--- src/rtl/sorted_priority_queue_top_assert.svh ---
// Assertion macros used by the sorted priority queue top level.
`ifndef SORTED_PRIORITY_QUEUE_TOP_ASSERT_SVH
`define SORTED_PRIORITY_QUEUE_TOP_ASSERT_SVH
`ifndef ASSERT_OFF
`define SPQ_ASSERT_ALWAYS(label, expr, msg) \
    label: assert property (@(posedge i_clk) disable iff (!i_rst_n) (expr)) \
        else $error(msg);
`define SPQ_ASSERT_NEXT(label, pre, post, msg) \
    label: assert property (@(posedge i_clk) disable iff (!i_rst_n) (pre) |=> (post)) \
        else $error(msg);
`else
`define SPQ_ASSERT_ALWAYS(label, expr, msg)
`define SPQ_ASSERT_NEXT(label, pre, post, msg)
`endif
`endif

--- src/rtl/spq_pkg.sv ---
// Package with the types, constants and key compare of the sorted priority queue.
package spq_pkg;

    localparam int QUEUE_DEPTH = 16;
    localparam int CNT_W       = $clog2(QUEUE_DEPTH + 1);

    localparam logic [1:0] MODE_INSERT = 2'd0;
    localparam logic [1:0] MODE_REMOVE = 2'd1;
    localparam logic [1:0] MODE_PEEK   = 2'd2;

    typedef struct packed {
        logic [7:0]  prio;
        logic [31:0] stamp;
        logic [15:0] id;
    } t_entry;

    typedef struct packed {
        logic insert;
        logic remove;
    } t_cell_ctrl;

    // True when entry a must be served strictly before entry b.
    function automatic logic goes_before(t_entry a, t_entry b);
        logic result;
        if (a.prio != b.prio) begin
            result = a.prio < b.prio;
        end else if (a.stamp != b.stamp) begin
            result = a.stamp < b.stamp;
        end else begin
            result = a.id < b.id;
        end
        return result;
    endfunction

endpackage

--- src/rtl/sorted_priority_queue_top.sv ---
// Top level of the sorted priority queue: control, cell chain and result register.
// The result of a transaction is registered and appears in the cycle after it is accepted.
// Throughput: one transaction per cycle while the input is not stalled.
// The input stalls only while a result waits on a stalled output.
// Reset (synchronous, active low) clears the cell valid flags, the count and the
// result valid flag; entry payloads and result fields are not cleared.
`include "sorted_priority_queue_top_assert.svh"

module sorted_priority_queue_top (
    input  logic        i_clk,
    input  logic        i_rst_n,
    input  logic        i_valid,
    output logic        o_stall,
    input  logic [1:0]  i_mode,
    input  logic [7:0]  i_new_priority,
    input  logic [31:0] i_arrival_time,
    input  logic [15:0] i_entry_id,
    output logic        o_valid,
    input  logic        i_stall,
    output logic        o_taken_valid,
    output logic [7:0]  o_taken_priority,
    output logic [31:0] o_taken_time,
    output logic [15:0] o_taken_id,
    output logic        o_head_valid,
    output logic [7:0]  o_head_priority,
    output logic [31:0] o_head_time,
    output logic [15:0] o_head_id,
    output logic [4:0]  o_occupancy,
    output logic        o_dropped
);
    import spq_pkg::*;

    logic                   w_accept;
    logic                   w_full;
    logic                   w_empty;
    t_cell_ctrl             w_ctrl;
    t_entry                 w_new;
    logic [QUEUE_DEPTH-1:0] w_take;
    logic [QUEUE_DEPTH-1:0] w_valid;
    t_entry                 w_entry      [QUEUE_DEPTH];
    logic [QUEUE_DEPTH-1:0] w_prev_take;
    logic [QUEUE_DEPTH-1:0] w_prev_valid;
    t_entry                 w_prev_entry [QUEUE_DEPTH];
    logic [QUEUE_DEPTH-1:0] w_next_valid;
    t_entry                 w_next_entry [QUEUE_DEPTH];

    logic [CNT_W-1:0] r_count;
    logic [CNT_W-1:0] n_count;
    logic             r_out_valid;
    logic             n_out_valid;
    logic             r_taken_valid;
    logic             n_taken_valid;
    t_entry           r_taken;
    t_entry           n_taken;
    logic             r_dropped;
    logic             n_dropped;

    assign o_stall  = r_out_valid && i_stall;
    assign w_accept = i_valid && !o_stall;
    assign w_full   = r_count == CNT_W'(QUEUE_DEPTH);
    assign w_empty  = r_count == '0;

    assign w_new.prio  = i_new_priority;
    assign w_new.stamp = i_arrival_time;
    assign w_new.id    = i_entry_id;

    always_comb begin
        w_ctrl.insert = w_accept && (i_mode == MODE_INSERT) && !w_full;
        w_ctrl.remove = w_accept && (i_mode == MODE_REMOVE) && !w_empty;
    end

    always_comb begin
        for (int k = 0; k < QUEUE_DEPTH; k++) begin
            if (k == 0) begin
                w_prev_take[k]  = 1'b0;
                w_prev_valid[k] = 1'b1;
                w_prev_entry[k] = '0;
            end else begin
                w_prev_take[k]  = w_take[k-1];
                w_prev_valid[k] = w_valid[k-1];
                w_prev_entry[k] = w_entry[k-1];
            end
            if (k == QUEUE_DEPTH - 1) begin
                w_next_valid[k] = 1'b0;
                w_next_entry[k] = '0;
            end else begin
                w_next_valid[k] = w_valid[k+1];
                w_next_entry[k] = w_entry[k+1];
            end
        end
    end

    for (genvar g = 0; g < QUEUE_DEPTH; g++) begin : g_cell
        spq_cell u_cell (
            .i_clk        (i_clk),
            .i_rst_n      (i_rst_n),
            .i_ctrl       (w_ctrl),
            .i_new        (w_new),
            .i_prev_take  (w_prev_take[g]),
            .i_prev_valid (w_prev_valid[g]),
            .i_prev_entry (w_prev_entry[g]),
            .i_next_valid (w_next_valid[g]),
            .i_next_entry (w_next_entry[g]),
            .o_take       (w_take[g]),
            .o_valid      (w_valid[g]),
            .o_entry      (w_entry[g])
        );
    end

    always_comb begin
        n_count = r_count;
        if (w_ctrl.insert) begin
            n_count = r_count + CNT_W'(1);
        end else if (w_ctrl.remove) begin
            n_count = r_count - CNT_W'(1);
        end
    end

    always_comb begin
        n_out_valid   = r_out_valid && i_stall;
        n_taken_valid = r_taken_valid;
        n_taken       = r_taken;
        n_dropped     = r_dropped;
        if (w_accept) begin
            n_out_valid   = 1'b1;
            n_taken_valid = w_ctrl.remove;
            n_taken       = w_ctrl.remove ? w_entry[0] : '0;
            n_dropped     = (i_mode == MODE_INSERT) && w_full;
        end
    end

    always_ff @(posedge i_clk) begin
        if (!i_rst_n) begin
            r_count     <= '0;
            r_out_valid <= 1'b0;
        end else begin
            r_count     <= n_count;
            r_out_valid <= n_out_valid;
        end
    end

    always_ff @(posedge i_clk) begin
        r_taken_valid <= n_taken_valid;
        r_taken       <= n_taken;
        r_dropped     <= n_dropped;
    end

    assign o_valid          = r_out_valid;
    assign o_taken_valid    = r_taken_valid;
    assign o_taken_priority = r_taken.prio;
    assign o_taken_time     = r_taken.stamp;
    assign o_taken_id       = r_taken.id;
    assign o_head_valid     = w_valid[0];
    assign o_head_priority  = w_valid[0] ? w_entry[0].prio  : '0;
    assign o_head_time      = w_valid[0] ? w_entry[0].stamp : '0;
    assign o_head_id        = w_valid[0] ? w_entry[0].id    : '0;
    assign o_occupancy      = 5'(r_count);
    assign o_dropped        = r_dropped;

    `SPQ_ASSERT_ALWAYS(a_count_matches, $countones(w_valid) == int'(r_count), "count mismatch")
    `SPQ_ASSERT_ALWAYS(a_valid_packed, (w_valid & (w_valid + 1'b1)) == '0, "valid gap")
    `SPQ_ASSERT_NEXT(a_hold_on_stall, o_stall, $stable(r_count) && $stable(w_valid), "state moved")
    `SPQ_ASSERT_ALWAYS(a_drop_when_full, !(r_out_valid && r_dropped) || w_full, "drop not full")

endmodule

--- src/rtl/spq_cell.sv ---
// One compare-and-shift cell of the sorted priority queue chain.
module spq_cell (
    input  logic               i_clk,
    input  logic               i_rst_n,
    input  spq_pkg::t_cell_ctrl i_ctrl,
    input  spq_pkg::t_entry    i_new,
    input  logic               i_prev_take,
    input  logic               i_prev_valid,
    input  spq_pkg::t_entry    i_prev_entry,
    input  logic               i_next_valid,
    input  spq_pkg::t_entry    i_next_entry,
    output logic               o_take,
    output logic               o_valid,
    output spq_pkg::t_entry    o_entry
);
    import spq_pkg::*;

    logic   r_valid;
    logic   n_valid;
    t_entry r_entry;
    t_entry n_entry;
    logic   w_take;

    assign w_take = !r_valid || goes_before(i_new, r_entry);

    always_comb begin
        n_valid = r_valid;
        n_entry = r_entry;
        if (i_ctrl.insert && w_take) begin
            if (i_prev_take) begin
                n_valid = i_prev_valid;
                n_entry = i_prev_entry;
            end else begin
                n_valid = 1'b1;
                n_entry = i_new;
            end
        end else if (i_ctrl.remove) begin
            n_valid = i_next_valid;
            n_entry = i_next_entry;
        end
    end

    always_ff @(posedge i_clk) begin
        if (!i_rst_n) begin
            r_valid <= 1'b0;
        end else begin
            r_valid <= n_valid;
        end
    end

    always_ff @(posedge i_clk) begin
        r_entry <= n_entry;
    end

    assign o_take  = w_take;
    assign o_valid = r_valid;
    assign o_entry = r_entry;

endmodule

--- config.mk ---
export PLATFORM = sky130hd
export DESIGN_NAME = sorted_priority_queue_top
export DESIGN_NICKNAME = d
export VERILOG_FILES = /design/src/rtl/spq_pkg.sv /design/src/rtl/sorted_priority_queue_top.sv /design/src/rtl/spq_cell.sv
export VERILOG_INCLUDE_DIRS = /design/src /design/src/rtl
export SDC_FILE = /design/constraint.sdc
export NUM_CORES = 2
export LEC_CHECK = 0
export BUFFER_PORTS_ARGS = -buffer_cell sky130_fd_sc_hd__buf_2
export CAP_MARGIN = 20
export CELL_PAD_IN_SITES_DETAIL_PLACEMENT = 1
export CELL_PAD_IN_SITES_GLOBAL_PLACEMENT = 1
export CORE_MARGIN = 2
export CORE_UTILIZATION = 35
export DETAILED_ROUTE_END_ITERATION = 16
export GPL_ROUTABILITY_DRIVEN = 0
export PLACE_DENSITY_LB_ADDON = 0.1
export SLEW_MARGIN = 0
export SYNTH_ARGS = -nofsm -noshare
export SYNTH_HDL_FRONTEND = slang
export SYNTH_SLANG_ARGS = --single-unit
--- constraint.sdc ---
create_clock -name i_clk -period 12.3 [get_ports i_clk]
set_input_delay 1.23 -clock i_clk [delete_from_list [all_inputs] [get_ports i_clk]]
set_output_delay 1.23 -clock i_clk [all_outputs]
set_load 0.005 [all_outputs]
Word-level counts from Yosys, hierarchy flattened
Index checks and enable logic that the tools add are counted.
{"block": "word_totals", "reg_bits": 976, "inputBits": 62}
{"block": "classes", "add_sub_neg": 2, "order_cmp": 48, "n_eq_ne": 34, "n_mux": 132, "n_reduce_logical": 77}
{"operator": "$mux 56", "n": 47}
{"operator": "$lt 32x32->1", "n": 16}
{"operator": "$ne 32x32->1", "n": 16}
{"operator": "$lt 16x16->1", "n": 16}
{"operator": "$lt 8x8->1", "n": 16}
{"operator": "$ne 8x8->1", "n": 16}
{"operator": "$mux 1", "n": 80}
{"operator": "$reduce_bool 2->1", "n": 17}
{"operator": "$mux 32", "n": 1}
{"operator": "$logic_and 1x1->1", "n": 23}
{"operator": "$logic_not 1->1", "n": 19}
{"operator": "$logic_or 1x1->1", "n": 16}
{"operator": "$mux 16", "n": 1}
{"operator": "$mux 5", "n": 2}
{"operator": "$mux 8", "n": 1}
{"operator": "$add 5x1->5 const B", "n": 1}
{"operator": "$eq 5x5->1 const B", "n": 1}
{"operator": "$logic_not 5->1", "n": 1}
{"operator": "$sub 5x1->5 const B", "n": 1}
{"operator": "$eq 2x1->1 const B", "n": 1}
{"operator": "$logic_not 2->1", "n": 1}

Depth between registers and ports, before layout
{"block": "depth", "ltp_word": 7, "ltp_mapped": 13, "mapped_depth_nobuf": 11}

By module
A second synthesis with hierarchy kept.
{"block": "unflattened", "hier_cells": 7661, "area_unflattened_um2": 75886.5}
{"mod": "spq_cell at g_cell[0].u_cell ...", "instances": 15, "cells_per_inst": 464, "area_each_um2": 4558.1, "seq_area_each_um2": 1701.6}
{"mod": "spq_cell at g_cell[15].u_cell", "instances": 1, "cells_per_inst": 464, "area_each_um2": 4548.1, "seq_area_each_um2": 1701.6}
{"mod": "sorted_priority_queue_top", "instances": 1, "cells_per_inst": 237, "area_each_um2": 2966.6, "seq_area_each_um2": 1861.8}

Worst setup path after synthesis
OpenSTA, ideal clock, no wires.
{"block": "synth_path", "path_type": "input -> register", "start": "in i_stall", "end": "reg g_cell[2].u_cell.r_entry, in the netlist g_cell[2].u_cell.o_entry[0] (enable)", "arrival_ns": 9.117, "t_required_ns": 11.753, "setup_slack_ns": 2.636, "stages": 7, "n_path_buf": 2, "cell_sequence": "and2_1 > nor2b_1 > and3_1 > buf_2 > clkinv_1 > clkbuf_1 > o21ai_0"}
{"block": "synth_between", "elab_chain_cells": 7, "word_cells_on_any_way": 9}
{"element": "start: declaration", "line": "sorted_priority_queue_top.sv:19", "rtl": "input logic i_stall,"}
{"element": "$logic_and 1x1->1 (*)", "line": "sorted_priority_queue_top.sv:58", "rtl": "assign o_stall = r_out_valid && i_stall;"}
{"element": "$logic_not 1->1 (*)", "line": "sorted_priority_queue_top.sv:59", "rtl": "assign w_accept = i_valid && !o_stall;"}
{"element": "$logic_and 1x1->1 (*)", "line": "sorted_priority_queue_top.sv:59"}
{"element": "named net w_accept", "line": "sorted_priority_queue_top.sv:33", "rtl": "logic w_accept;"}
{"element": "$logic_and 1x1->1 (2 in series)", "line": "sorted_priority_queue_top.sv:68", "rtl": "w_ctrl.insert = w_accept && (i_mode == MODE_INSERT) && !w_full;"}
{"element": "$logic_and 1x1->1", "line": "spq_cell.sv:29", "rtl": "if (i_ctrl.insert && w_take) begin"}
{"element": "$reduce_bool 2->1 (no line) (*)"}
{"element": "end signal: assignment", "line": "spq_cell.sv:52", "rtl": "r_entry <= n_entry;"}
{"element": "end: declaration", "line": "spq_cell.sv:20", "rtl": "t_entry r_entry;"}
Mark *: on every way through the listed nets, which the timed path passes. The rest lies on a longest branch.
A chain may end at the register's enable or synchronous reset.

==> results.md <==
- Outcome: finished clean
- Yosys warnings: 0
- Setup repair after global routing missed its margin: no
- Leak Pwr: 35.4 nW
- Placement Rows: 166
- Hold Vio Cnt, Final: 0
- Total core area: 204000 um^2
- Post-synthesis compound-gate area fraction: 14.2%
- GRT overflow: 0
- Worst path arrival time: 6.60 ns
- Synth top area share: 40.0%
- Largest family of logic cells by synthesized area: adder cells
- Syn-to-layout area delta: 11.1%
- Total CTS buffers: 134
- Setup TNS: 0 ns
- PD cells: 120 nW/um^2
- Top post-synthesis cells by area: edfxtp_1, ha_1, mux2i_1
- GRT Util Overall: 24.6%
- Synthesized flop and latch total: 976
- Die X-Extent: 456 um
- CTS tree: done
- Crit path required time: 12.77 ns
- CTS root buf: clkbuf_16
- Post-Synth Adder-Cell Area: 15.4%
- Largest net degree at the start of global routing: 73
- Gate Count Post-Synth: 7467
- Mapped Area: 71600 um^2
- Yosys cell types: 83
- Slew Viols, Final: 0
- Top post-synthesis cells by count: edfxtp_1, ha_1, inv_1
- HP Class: reg -> reg
- Worst Skew: 0.0265 ns
- Post-synthesis sequential area ratio: 40.6%
- Worst-path clk slew: 0.06 ns
- Starting Density: 35.1%
- Top FF cell, synth: edfxtp_1
- Resized Gates After CTS: 0
- Synthesized area per cell: 9.60 um^2
- Setup-failing EPs final: 0
- Vias/cell: 5.59
- DRC: 0
- Total iterations of the first detailed-routing run: 7
- Ports: 184
- Slew at the pin with the worst max-slew slack: 1.22 ns
- Fraction of layout cells with a size suffix above 1: 8.49%
- Via Count: 57441
- # hold bufs at CTS: 0
- NumNets Final: 8426
- Clock buffer depth: 3
- Post-Synth XOR/XNOR Area: 0.0489%
- Tmin final: 6.13 ns
- Fmax: 163 MHz
- Cell repeated most along the worst path: buf_4
- Post-DR wirelength/cell: 25.3 um
- Critical path peak fanout: 64
- Most common cell in the netlist: edfxtp_1
- Max stage delay on crit path: 1.01 ns
- Post-DP HPWL: 192000 um
- CP cell instances: buf_2 > buf_4 > ha_1 > a211o_1 > a2111oi_1 > buf_2 > nand4_1 > a221oi_1 > nor3_1 > a211oi_4 > buf_4 > buf_4 > a41oi_1
- Setup crit start kind: primary input
- Post-CTS setup buffers: 0
- DRT iter0 DRCs: 3581
- Initial antenna violation count: 13
- R2r setup slk: 6.75 ns
- Simple-gate area share of the yosys netlist: 11.1%
- DIE AREA: 208000 um^2
- Synth area leader: edfxtp_1
- PortBufs: 183
- Mux cell area share after synthesis: 11.1%
- Nature of the critical path endpoint: flip-flop
- Fin area: 79600 um^2
- Die height: 456 um
- Clock Sink Count: 976
- Post-Syn Nets: 8413
- Post-synth EDFFs: 954
- Skew-Pair Late Insertion Delay: 0.80 ns
- First-pass GRT wire length: 394000 um
- CP max-delay cell: a221oi_1
- WS Path Type: in -> reg
- Final antenna-violating net count: 0
- Tcrit/Tclk final: 49.9%
- Clock H-tree levels: 4
- Post-Route WL: 260000 um
- Vias in the first global route: 61414
- DP Area: 75400 um^2
- Ys async rst share: 0%
- Smallest hold slack: 0.459 ns
- Worst slew margin: 17.9%
- Max_cap viols: 0
- Max VDD drop: 149 uV
## placed cells by master, fill, tap and decap left out, types with 133 or more instances in the layout
cell type / instances
edfxtp_1: 954
clkbuf_16: 143
mux2i_1: 724
buf_2: 184
a21oi_1: 641
nor2_1: 451
inv_1: 878
ha_1: 883
a21o_1: 133
o21ai_0: 543
nand2_1: 590
buf_4: 145
nand4_1: 152
nand3_1: 195
## per-layer routing
metal / track usage, % / vias up / part of all wire [%]
li1: - / 26915 / -
met3: 3.14 / 271 / 4.0
met1: 33.8 / 29401 / 47
met5: 0 / - / 0.019
met4: 5.31 / 8 / 1.9
met2: 41.2 / 846 / 47
## sequential cells by signal, indices dropped and copies added (netlist names), 5 cells and up
signal                 count
g_cell.u_cell.o_entry    896
o_taken_time              32
g_cell.u_cell.o_valid     16
o_taken_id                16
o_taken_priority           8
o_occupancy                5
## report_power, final
group | internal, mW | switching (mW)
Combinational | 0.562 | 1.05
Clock | 2.23 | 1.61
Sequential | 3.95 | 0.186
## cell families after synthesis
family                   after synthesis
AO/OA/AOI/OAI                       1759
flip-flops                           976
buffers and inverters               1338
AND/OR/NAND/NOR                     1722
XOR/XNOR                               4
multiplexers                         784
adder cells (fa/ha/maj)              884
## stage by stage
step	util, %	std cells	power, mW	setup WS (ns)
after floorplan	-	7467	5.15	2.64
after global placement	36.9	10024	5.75	4.54
after detailed placement	37.0	10027	5.82	4.82
after CTS	39.0	10267	9.70	5.64
after global routing	39.0	10273	10.0	5.98
final	39.0	10278	9.58	6.17
## final timing paths
path,startpoint,to,cells past startpoint
worst max-delay path,i_entry_id[13],g_cell[4].u_cell.o_entry[13],13
worst min-delay path,g_cell[14].u_cell.o_valid,g_cell[15].u_cell.o_valid,2
worst max register to register,g_cell[14].u_cell.o_entry[37],g_cell[15].u_cell.o_entry[43],13
worst min register to register,g_cell[14].u_cell.o_valid,g_cell[15].u_cell.o_valid,2
## worst max-delay path: cells and delay by family
| kind | cells | cell delay [ns] |
|---|---|---|
| fa+ha+maj | 1 | 0.35 |
| buf+inv | 5 | 1.95 |
| simple gates | 2 | 0.68 |
| compound gates | 5 | 2.27 |
## cell type report
type,instances,area (um^2)
Antenna cell,6,15.0
Clock buffer,190,3850
Clock inverter,50,290
Fill cell,22958,124000
Inverter,880,3300
Multi-Input combinational cell,5153,37600
Sequential cell,976,29100
Tap cell,2688,3360
Timing Repair Buffer,335,2070
No activity file was read; power rests on OpenSTA's default activity.
